[config.mk]
export PLATFORM = sky130hd
export DESIGN_NAME = number_to_word_tokens
export DESIGN_NICKNAME = d
export VERILOG_FILES = /design/src/ntw_pkg.sv /design/src/ntw_front.sv /design/src/ntw_fifo.sv /design/src/ntw_back.sv /design/src/number_to_word_tokens.sv
export SDC_FILE = /design/constraint.sdc
export NUM_CORES = 1
export LEC_CHECK = 0
export BUFFER_PORTS_ARGS = -buffer_cell sky130_fd_sc_hd__clkbuf_2
export CORE_ASPECT_RATIO = 1.5
export CORE_MARGIN = 1.5
export CORE_UTILIZATION = 45
export DETAILED_ROUTE_END_ITERATION = 10
export GPL_ROUTABILITY_DRIVEN = 0
export GPL_TIMING_DRIVEN = 0
export HOLD_SLACK_MARGIN = 0.15
export REMOVE_ABC_BUFFERS = 1
export SYNTH_ARGS = -nofsm -noshare
export SYNTH_HDL_FRONTEND = slang
export SYNTH_SLANG_ARGS = --single-unit
[constraint.sdc]
create_clock -name clk_i -period 4.82 [get_ports clk_i]
set_clock_uncertainty 0.15 [all_clocks]
set_input_delay 0.241 -clock clk_i [delete_from_list [all_inputs] [get_ports clk_i]]
set_output_delay 0.241 -clock clk_i [all_outputs]
set_load 0.02 [all_outputs]
[src/ntw_pkg.sv]
// ----------------------------------------------------------------------------
// ntw_pkg
// Types and constants shared by the number-to-word-token blocks.
// ----------------------------------------------------------------------------
`default_nettype none

package ntw_pkg;

  localparam int unsigned ValueW      = 40;
  localparam int unsigned WordW       = 5;
  localparam int unsigned SepW        = 2;
  localparam int unsigned DigitW      = 4;
  localparam int unsigned NumDigits   = 12;
  localparam int unsigned BcdW        = NumDigits * DigitW;
  localparam int unsigned NumGroups   = 4;
  localparam int unsigned TokPerGroup = 5;
  localparam int unsigned NumTok      = NumGroups * TokPerGroup;
  localparam int unsigned BitsPerStep = 4;
  localparam int unsigned ConvSteps   = ValueW / BitsPerStep;
  localparam int unsigned CntW        = $clog2(ConvSteps + 1);

  localparam logic [ValueW-1:0] MaxValue = 40'd999999999999;

  localparam logic [WordW-1:0] TokZero     = 5'd0;
  localparam logic [WordW-1:0] TokTen      = 5'd10;
  localparam logic [WordW-1:0] TokTensBase = 5'd18;
  localparam logic [WordW-1:0] TokHundred  = 5'd28;
  localparam logic [WordW-1:0] TokThousand = 5'd29;
  localparam logic [WordW-1:0] TokMillion  = 5'd30;
  localparam logic [WordW-1:0] TokBillion  = 5'd31;

  localparam logic [SepW-1:0] SepNone   = 2'd0;
  localparam logic [SepW-1:0] SepSpace  = 2'd1;
  localparam logic [SepW-1:0] SepHyphen = 2'd2;

  typedef logic [NumDigits-1:0][DigitW-1:0] digits_t;

  typedef struct packed {
    logic    err;
    digits_t digits;
  } item_t;

endpackage

`default_nettype wire

[src/ntw_front.sv]
// ----------------------------------------------------------------------------
// ntw_front
// Accepts a number, range-checks it and converts it to twelve BCD digits,
// four bits per cycle.
// ----------------------------------------------------------------------------
`default_nettype none

module ntw_front import ntw_pkg::*; (
  input  wire logic              clk_i,
  input  wire logic              rst_ni,
  input  wire logic              in_valid_i,
  output logic                   in_ready_o,
  input  wire logic [ValueW-1:0] value_i,
  output logic                   push_valid_o,
  input  wire logic              push_ready_i,
  output item_t                  push_item_o
);

  logic              busy_q, busy_d;
  logic [CntW-1:0]   cnt_q, cnt_d;
  logic [ValueW-1:0] bin_q, bin_d, bin_n;
  logic [BcdW-1:0]   bcd_q, bcd_d, bcd_n;
  logic              err_q, err_d;
  logic              done;
  logic              accept;

  assign done         = busy_q && (cnt_q == '0);
  assign push_valid_o = done;
  assign in_ready_o   = !busy_q || (done && push_ready_i);
  assign accept       = in_valid_i && in_ready_o;

  assign push_item_o.err    = err_q;
  assign push_item_o.digits = bcd_q;

  always_comb begin
    bin_n = bin_q;
    bcd_n = bcd_q;
    for (int s = 0; s < BitsPerStep; s++) begin
      for (int d = 0; d < NumDigits; d++) begin
        if (bcd_n[d*DigitW +: DigitW] >= 4'd5) begin
          bcd_n[d*DigitW +: DigitW] = bcd_n[d*DigitW +: DigitW] + 4'd3;
        end
      end
      bcd_n = {bcd_n[BcdW-2:0], bin_n[ValueW-1]};
      bin_n = {bin_n[ValueW-2:0], 1'b0};
    end
  end

  always_comb begin
    busy_d = busy_q;
    cnt_d  = cnt_q;
    bin_d  = bin_q;
    bcd_d  = bcd_q;
    err_d  = err_q;
    if (accept) begin
      busy_d = 1'b1;
      bin_d  = value_i;
      bcd_d  = '0;
      err_d  = value_i > MaxValue;
      cnt_d  = (value_i > MaxValue) ? '0 : CntW'(ConvSteps);
    end else if (done && push_ready_i) begin
      busy_d = 1'b0;
    end else if (busy_q && (cnt_q != '0)) begin
      bin_d = bin_n;
      bcd_d = bcd_n;
      cnt_d = cnt_q - 1'b1;
    end
  end

  always_ff @(posedge clk_i or negedge rst_ni) begin
    if (!rst_ni) begin
      busy_q <= 1'b0;
      cnt_q  <= '0;
    end else begin
      busy_q <= busy_d;
      cnt_q  <= cnt_d;
    end
  end

  always_ff @(posedge clk_i) begin
    bin_q <= bin_d;
    bcd_q <= bcd_d;
    err_q <= err_d;
  end

endmodule

`default_nettype wire

[src/ntw_fifo.sv]
// ----------------------------------------------------------------------------
// ntw_fifo
// Short queue of converted numbers between front and back.
// ----------------------------------------------------------------------------
`default_nettype none

module ntw_fifo import ntw_pkg::*; #(
  parameter int unsigned Depth = 2
) (
  input  wire logic  clk_i,
  input  wire logic  rst_ni,
  input  wire logic  push_valid_i,
  output logic       push_ready_o,
  input  wire item_t push_item_i,
  output logic       pop_valid_o,
  input  wire logic  pop_ready_i,
  output item_t      pop_item_o
);

  localparam int unsigned PtrW = $clog2(Depth);
  localparam int unsigned CntW2 = $clog2(Depth + 1);

  item_t            mem_q [Depth];
  logic [PtrW-1:0]  wr_ptr_q, rd_ptr_q;
  logic [CntW2-1:0] count_q;
  logic             push, pop;

  assign push_ready_o = count_q != CntW2'(Depth);
  assign pop_valid_o  = count_q != '0;
  assign push         = push_valid_i && push_ready_o;
  assign pop          = pop_valid_o && pop_ready_i;
  assign pop_item_o   = mem_q[rd_ptr_q];

  always_ff @(posedge clk_i or negedge rst_ni) begin
    if (!rst_ni) begin
      wr_ptr_q <= '0;
      rd_ptr_q <= '0;
      count_q  <= '0;
    end else begin
      if (push) begin
        wr_ptr_q <= (wr_ptr_q == PtrW'(Depth - 1)) ? '0 : wr_ptr_q + 1'b1;
      end
      if (pop) begin
        rd_ptr_q <= (rd_ptr_q == PtrW'(Depth - 1)) ? '0 : rd_ptr_q + 1'b1;
      end
      if (push && !pop) begin
        count_q <= count_q + 1'b1;
      end else if (pop && !push) begin
        count_q <= count_q - 1'b1;
      end
    end
  end

  always_ff @(posedge clk_i) begin
    if (push) begin
      mem_q[wr_ptr_q] <= push_item_i;
    end
  end

endmodule

`default_nettype wire

[src/ntw_back.sv]
// ----------------------------------------------------------------------------
// ntw_back
// Walks a converted number's token slots; one word a cycle unless stalled.
// ----------------------------------------------------------------------------
`default_nettype none

module ntw_back import ntw_pkg::*; (
  input  wire logic             clk_i,
  input  wire logic             rst_ni,
  input  wire logic             pop_valid_i,
  output logic                  pop_ready_o,
  input  wire item_t            pop_item_i,
  output logic                  out_valid_o,
  input  wire logic             out_ready_i,
  output logic [WordW-1:0]      word_o,
  output logic [SepW-1:0]       separator_o,
  output logic                  range_error_o,
  output logic                  last_word_o
);

  logic              active_q, active_d;
  logic [NumTok-1:0] mask_q, mask_d;
  digits_t           digits_q, digits_d;
  logic              out_valid_q, out_valid_d;
  logic [WordW-1:0]  word_q, word_d;
  logic [SepW-1:0]   sep_q, sep_d;
  logic              err_q, err_d;
  logic              last_q, last_d;

  digits_t           src_digits;
  logic [NumTok-1:0] full_mask, src_mask, pick, rest;
  logic [WordW-1:0]  tok_word [NumTok];
  logic [SepW-1:0]   tok_sep  [NumTok];
  logic [WordW-1:0]  sel_word;
  logic [SepW-1:0]   sel_sep;
  logic              adv;

  assign src_digits = active_q ? digits_q : pop_item_i.digits;

  for (genvar k = 0; k < NumGroups; k++) begin : g_group
    localparam int unsigned G = NumGroups - 1 - k;
    logic [DigitW-1:0] h, t, u;
    logic              nz;
    assign h  = src_digits[3*G+2];
    assign t  = src_digits[3*G+1];
    assign u  = src_digits[3*G];
    assign nz = (h != '0) || (t != '0) || (u != '0);

    assign full_mask[k*TokPerGroup+0] = h != '0;
    assign full_mask[k*TokPerGroup+1] = h != '0;
    assign full_mask[k*TokPerGroup+2] = (t != '0) || (u != '0);
    assign full_mask[k*TokPerGroup+3] = (t >= 4'd2) && (u != '0);
    assign full_mask[k*TokPerGroup+4] = nz && (G != 0);

    assign tok_word[k*TokPerGroup+0] = WordW'(h);
    assign tok_word[k*TokPerGroup+1] = TokHundred;
    assign tok_word[k*TokPerGroup+2] = (t >= 4'd2) ? TokTensBase + WordW'(t) :
                                       (t[0] ? TokTen + WordW'(u) : WordW'(u));
    assign tok_word[k*TokPerGroup+3] = WordW'(u);
    assign tok_word[k*TokPerGroup+4] = (G == 3) ? TokBillion :
                                       (G == 2) ? TokMillion : TokThousand;

    assign tok_sep[k*TokPerGroup+0] = SepSpace;
    assign tok_sep[k*TokPerGroup+1] = SepSpace;
    assign tok_sep[k*TokPerGroup+2] = SepSpace;
    assign tok_sep[k*TokPerGroup+3] = SepHyphen;
    assign tok_sep[k*TokPerGroup+4] = SepSpace;
  end

  assign src_mask = active_q ? mask_q : full_mask;
  assign pick     = src_mask & (~src_mask + 1'b1);
  assign rest     = src_mask & ~pick;

  always_comb begin
    sel_word = '0;
    sel_sep  = '0;
    for (int i = 0; i < NumTok; i++) begin
      sel_word = sel_word | (tok_word[i] & {WordW{pick[i]}});
      sel_sep  = sel_sep  | (tok_sep[i]  & {SepW{pick[i]}});
    end
  end

  assign adv         = !out_valid_q || out_ready_i;
  assign pop_ready_o = adv && !active_q;

  always_comb begin
    active_d    = active_q;
    mask_d      = mask_q;
    digits_d    = digits_q;
    out_valid_d = out_valid_q && !out_ready_i;
    word_d      = word_q;
    sep_d       = sep_q;
    err_d       = err_q;
    last_d      = last_q;
    if (adv) begin
      if (active_q) begin
        out_valid_d = 1'b1;
        word_d      = sel_word;
        sep_d       = sel_sep;
        err_d       = 1'b0;
        last_d      = rest == '0;
        mask_d      = rest;
        active_d    = rest != '0;
      end else if (pop_valid_i) begin
        out_valid_d = 1'b1;
        sep_d       = SepNone;
        if (pop_item_i.err) begin
          word_d = TokZero;
          err_d  = 1'b1;
          last_d = 1'b1;
        end else if (full_mask == '0) begin
          word_d = TokZero;
          err_d  = 1'b0;
          last_d = 1'b1;
        end else begin
          word_d   = sel_word;
          err_d    = 1'b0;
          last_d   = rest == '0;
          mask_d   = rest;
          digits_d = pop_item_i.digits;
          active_d = rest != '0;
        end
      end
    end
  end

  always_ff @(posedge clk_i or negedge rst_ni) begin
    if (!rst_ni) begin
      active_q    <= 1'b0;
      out_valid_q <= 1'b0;
    end else begin
      active_q    <= active_d;
      out_valid_q <= out_valid_d;
    end
  end

  always_ff @(posedge clk_i) begin
    mask_q   <= mask_d;
    digits_q <= digits_d;
    word_q   <= word_d;
    sep_q    <= sep_d;
    err_q    <= err_d;
    last_q   <= last_d;
  end

  assign out_valid_o   = out_valid_q;
  assign word_o        = word_q;
  assign separator_o   = sep_q;
  assign range_error_o = err_q;
  assign last_word_o   = last_q;

endmodule

`default_nettype wire

[src/number_to_word_tokens.sv]
// ----------------------------------------------------------------------------
// number_to_word_tokens
// Reads an unsigned number below one trillion as a stream of English word
// tokens.
// ----------------------------------------------------------------------------
//   channel | handshake             | payload
//   input   | in_valid_i/in_ready_o | value_i[39:0]
//   output  | out_valid_o/out_ready_i | word_o[4:0], separator_o[1:0],
//           |                       | range_error_o, last_word_o
//
// The front converts a number 4 bits a cycle and takes the next number only
// as it hands the last one to the queue; an out-of-range number skips the
// conversion. The back issues one word per cycle while out_ready_i is high,
// up to 19 words per number.
// Reset clears all control state at once; no clearing pass.
// Either side stalls on its own through the queue between them.
// ----------------------------------------------------------------------------
`default_nettype none

module number_to_word_tokens import ntw_pkg::*; #(
  parameter int unsigned QueueDepth = 2
) (
  input  wire logic              clk_i,
  input  wire logic              rst_ni,
  input  wire logic              in_valid_i,
  output logic                   in_ready_o,
  input  wire logic [ValueW-1:0] value_i,
  output logic                   out_valid_o,
  input  wire logic              out_ready_i,
  output logic [WordW-1:0]       word_o,
  output logic [SepW-1:0]        separator_o,
  output logic                   range_error_o,
  output logic                   last_word_o
);

  logic  push_valid, push_ready, pop_valid, pop_ready;
  item_t push_item, pop_item;

  ntw_front u_front (
    .clk_i        (clk_i),
    .rst_ni       (rst_ni),
    .in_valid_i   (in_valid_i),
    .in_ready_o   (in_ready_o),
    .value_i      (value_i),
    .push_valid_o (push_valid),
    .push_ready_i (push_ready),
    .push_item_o  (push_item)
  );

  ntw_fifo #(
    .Depth (QueueDepth)
  ) u_fifo (
    .clk_i        (clk_i),
    .rst_ni       (rst_ni),
    .push_valid_i (push_valid),
    .push_ready_o (push_ready),
    .push_item_i  (push_item),
    .pop_valid_o  (pop_valid),
    .pop_ready_i  (pop_ready),
    .pop_item_o   (pop_item)
  );

  ntw_back u_back (
    .clk_i         (clk_i),
    .rst_ni        (rst_ni),
    .pop_valid_i   (pop_valid),
    .pop_ready_o   (pop_ready),
    .pop_item_i    (pop_item),
    .out_valid_o   (out_valid_o),
    .out_ready_i   (out_ready_i),
    .word_o        (word_o),
    .separator_o   (separator_o),
    .range_error_o (range_error_o),
    .last_word_o   (last_word_o)
  );

endmodule

`default_nettype wire

## Word level (Yosys, flattened, before mapping)

Memory sizes are Yosys's and may differ from the RTL's.
Cells that the tools add are included.

| word-level totals | value |
|---|---|
| memories | 1 |
| word-level logic and storage cells | 359 |
| bits in writable memories | 98 |
| input port bits | 44 |
| bits in registers | 177 |

| cells by class | value |
|---|---|
| reductions and logical operators | 58 |
| magnitude comparators | 53 |
| eq/ne operators | 4 |
| bitwise operators | 58 |
| $add $sub $neg | 62 |
| muxes and demuxes | 96 |

Memories:

| name | words | bits a word | read ports | clocked after memory_dff | write ports | RTL line | text |
|---|---|---|---|---|---|---|---|
| u_fifo.mem_q | 2 | 49 | 1 | 0 | 1 | ntw_fifo.sv:23 | `item_t mem_q [Depth];` |

Operators with widths:

| kind | number |
|---|---|
| $ge 4x3->1 const B | 48 |
| $mux 4 | 48 |
| $add 4x2->4 const B | 44 |
| $mux 40 | 3 |
| $mux 20 | 5 |
| $or 5x5->5 | 19 |
| $mux 5 | 12 |
| $reduce_bool 4->1 | 13 |
| $mux 48 | 1 |
| $and 20x20->20 | 2 |
| $and 4x5->5 | 8 |
| $gt 40x40->1 const B | 1 |
| $logic_not 20->1 | 2 |
| $not 20->20 | 2 |
| $or 2x1->2 | 14 |
| $add 20x1->20 const B | 1 |
| $add 4x4->5 const A | 4 |
| $add 5x4->5 const A | 4 |
| $and 5x5->5 | 4 |
| $reduce_bool 20->1 | 1 |
| $mux 1 | 19 |
| $ge 4x2->1 const B | 4 |
| $logic_and 1x1->1 | 13 |
| $add 3x2->3 const B | 4 |
| other kinds (18) | 55 |

## Depth between registers and ports, before layout

An unclocked memory read counts as a cell.

| logic depth | value |
|---|---|
| depth after elaboration | 33 |
| depth in mapped cells | 22 |

## Cells and area by module

A second synthesis with hierarchy kept.

| unflattened totals | value |
|---|---|
| cell total of the unflattened synthesis | 2,012 |
| area, all modules | 18,906.9 um2 |

Modules (own cells, without submodules):

| module | seq. area each (um2) | cells each | times used | area each (um2) |
|---|---|---|---|---|
| ntw_front | 2,317.2 | 1,341 | 1 | 9,843.2 |
| ntw_back | 2,332.2 | 500 | 1 | 5,079.9 |
| ntw_fifo | 3,042.9 | 171 | 1 | 3,983.8 |

## Worst setup path after synthesis

OpenSTA, ideal clock, no wires.

| timing | value |
|---|---|
| path kind | reg-to-reg |
| from | register u_back.active_q |
| to | register u_back.digits_q[0] in the netlist's numbering (enable) |
| data arrival time | 4.227 ns |
| clock period less this slack | 4.831 ns |
| data required time | 4.216 ns |
| slack | -0.011 ns |
| stages on the path, launching flop included | 13 |
| cell sequence | dfrtp_1 -> buf_2 -> inv_4 -> buf_4 -> buf_2 -> buf_2 -> clkbuf_1 -> nor2_1 -> o21ai_0 -> nor4_1 -> a31oi_1 -> inv_1 -> nor2_1 |

| on the way | value |
|---|---|
| longest elaborated chain between the ends | 7 |
| elaborated cells between the ends (all ways) | 35 |
| classes of those cells | order compare: 4; mux: 1; bitwise: 2; reduce/logical: 28 |

RTL lines:

| element | RTL line | text |
|---|---|---|
| from (decl) | ntw_back.sv:21 | `logic active_q, active_d;` |
| from (signal assigned) | ntw_back.sv:132 | `active_q <= active_d;` |
| branches (longest 6 deep; another with $ge 4x2->1) | n/a |  |
| $reduce_and 5->1 (no line) * | n/a |  |
| to (signal assigned) | ntw_back.sv:139 | `digits_q <= digits_d;` |
| to (decl) | ntw_back.sv:23 | `digits_t digits_q, digits_d;` |

Every way passes the cells marked *.
A chain may end at the register's enable or synchronous reset.

## Final worst setup path

| timing | value |
|---|---|
| from | register u_back.active_q |
| to | register u_back.mask_q[3] (enable) |

| on the way | value |
|---|---|
| longest elaborated chain between the ends | 7 |
| elaborated cells between the ends (all ways) | 36 |
| classes of those cells | order compare: 4; eq/ne: 2; mux: 1; reduce/logical: 29 |

RTL lines:

| element | RTL line | text |
|---|---|---|
| branches (longest 6 deep; another with $ge 4x2->1) | n/a |  |
| $reduce_and 4->1 (no line) * | n/a |  |
| to (signal assigned) | ntw_back.sv:138 | `mask_q <= mask_d;` |
| to (decl) | ntw_back.sv:22 | `logic [NumTok-1:0] mask_q, mask_d;` |

Marked as above.

==> flow_metrics.tcl <==
set metrics [dict create \
    synth-seq-cells 274 \
    n_antenna_cell 0 \
    hold_path.class "flip-flop to flip-flop" \
    portBuffers 54 \
    setup_violations 0 \
    die_area_um2 39900 \
    drc 0 \
    grt_antenna_before_repair 0 \
    hp-start "u_front.err_q" \
    io_pins 55 \
    grt.busiest_layer "met2" \
    cp_max_fo 64 \
    critPathLaunch "u_back.active_q" \
    initial_core_util 0.454 \
    die_y_um 244 \
    layout_min_cycle_time_ps 4570 \
    use_met1 0.227 \
    required_ps 4980 \
    use_met3 0.0206 \
    ys.flop_type "edfxtp_1" \
    max-slew-margin-rel 0.383 \
    crit_buf_inv 3 \
    fmax_mhz 219 \
    reg2reg_slack_ps 250 \
    grt_pass1_vias 12800 \
    hold-path-cell-count 0 \
    fin_crit_sh 0.948 \
    routed_wl_um 37700 \
    ctsLongestPathBuffers 3 \
    synth-edff-count 215 \
    synth_top_area_share 0.371 \
    postLayoutCoreUtil 0.518 \
    rsz0062_at_grt "true" \
    worstPathArrival_ps 4740 \
    yosys_warnings 0 \
    yosysMostFrequentCell "edfxtp_1" \
    cp-start-kind "flip-flop" \
    cts_buffers 28 \
    critPathKind "flip-flop to flip-flop" \
    max_stage_delay_ps 720 \
    clock_latency_ps 560 \
    postRouteAntennaNets 0 \
    first_iter_violations 618 \
    path_clk_slew_ps 60 \
    synth_area_leaders "edfxtp_1, ha_1, dfxtp_1, mux2i_1, mux2_2" \
    cap_violations 0 \
    syn_to_final_growth_pct 14.0 \
    syn-cell-area_um2 17400 \
    slew_violations 0 \
    synth.distinct_cells 91 \
    cp_top_family "simple AND/OR/NAND/NOR gates" \
    grt_max_degree 65 \
    drive_gt1_frac 0.158 \
    whs_endpoint "u_fifo.mem_q[1][48]" \
    synth_seq_area_share 0.442 \
    final_area_um2 19800 \
    syn_avg_cell_area_um2 10.4 \
    via_per_inst 5.50 \
    wire_per_inst_um 16.5 \
    outcome "complete, no violations" \
    hold_viol_final 0 \
    cpMaxStageDelayCell "dfrtp_4" \
    yosys-top-cells-count "edfxtp_1, nand2_1, inv_1" \
    cts_num_sinks 274 \
    std_cell_rows 88 \
    h-tree-depth 1 \
    end_kind "flip-flop" \
    finalSetupTns_ps 0 \
    regToRegStartpoint "u_back.active_q" \
    grt_pass1_wl_um 62700 \
    core-area_um2 38300 \
    async_flop_share 0.0401 \
    crit_chain "inv_16 > mux2_2 > or3b_1 > or2_1 > nor4_1 > a31oi_1 > nor2_2 > nor3_2 > buf_6 > buf_8" \
    final_nets 1923 \
    overflow 0 \
    first_pass_iters 5 \
    holdWs_ps 303 \
    die_w_um 164 \
    reg2regPathDepth 10 \
    dp_hpwl_um 27300 \
    synth_top_cell_by_area "edfxtp_1" \
    synthCells 1678 \
    tightest_slew_ps 925 \
    nFillCells 3456 \
    placement.cell_area_um2 18300 \
    track_usage 0.193 \
    met2_usage 0.360 \
    vias 12600 \
    cts-root-buf "clkbuf_16" \
    cts_tree "built" \
    reg2reg_to "u_back.mask_q[3]" \
]
cells by family (layout without fill, tap and decap cells):
logic type | count (synthesis) | count (layout) | share of synthesized area
and+or+nand+nor | 546 | 546 | 0.157
AOI/OAI and AO/OA | 330 | 330 | 0.129
DFF | 274 | 274 | 0.442
muxes | 189 | 189 | 0.122
buffers and inverters | 166 | 283 | 0.0396
adders and majority gates | 107 | 107 | 0.0769
xor gates and xnor gates | 66 | 66 | 0.0332
registers in the layout (all words and copies together), names as in the netlist, 2 cells and up:
name / cells
u_back.mask_q: 19
u_fifo.mem_q: 98
u_front.bcd_q: 48
u_fifo.count_q: 2
u_back.separator_o: 2
u_back.word_o: 5
u_front.bin_q: 40
u_back.digits_q: 48
u_front.cnt_q: 4
through the flow:
step,setup WS [ps],instances
after detailed placement,-396,2193
after global routing,-38.5,2290
after global placement,-4730,2183
after floorplan,-871,1634
final,249,2290
after CTS,55.8,2289
area by class of cell:
class,count,area (um2),share of cell area
Multi-Input combinational cell,1238,9250,0.466
Sequential cell,274,7710,0.389
Timing Repair Buffer,109,895,0.0451
Clock buffer,35,748,0.0377
Tap cell,495,619,0.0312
Inverter,122,475,0.0240
Clock inverter,17,140,0.00707
timing repair:
item / CTS / global route
pin swaps: 0 / 4
setup buffers: 0 / 1
resized for setup: 4 / 45
hold buffers: 44 / 0
endpoints found under the hold margin: 57 / 0
setup endpoints to repair: 99 / 83
worst max path at each step:
stage | to | slack (ps) | depth (start not counted)
after floorplan | u_front.bin_q[0] | -870 | 9
after global placement | u_front.bin_q[0] | -4730 | 9
after detailed placement | u_front.bin_q[1] | -400 | 10
after CTS | u_back.mask_q[10] | 60 | 10
after global routing | u_front.bcd_q[6] | -40 | 21
final | u_back.mask_q[3] | 250 | 10
cell usage in the layout (no fill, tap or decap), types with 65 or more instances in the layout:
cell / Yosys / layout
mux2_2: 71 / 71
nand2_1: 180 / 179
inv_1: 120 / 119
ha_1: 106 / 106
nand2b_1: 67 / 65
a21oi_1: 88 / 79
mux2i_1: 93 / 93
edfxtp_1: 215 / 215
o21ai_0: 66 / 65
nor2_1: 102 / 99
metal layers:
metal	wire length (um)	share of wire
met5	0	0
met4	1040	0.028
met3	1040	0.027
met2	19700	0.52
met1	15900	0.42
Power is not shown: default switching activity piles up to over one toggle a cycle in this logic, so the estimate is an artifact.
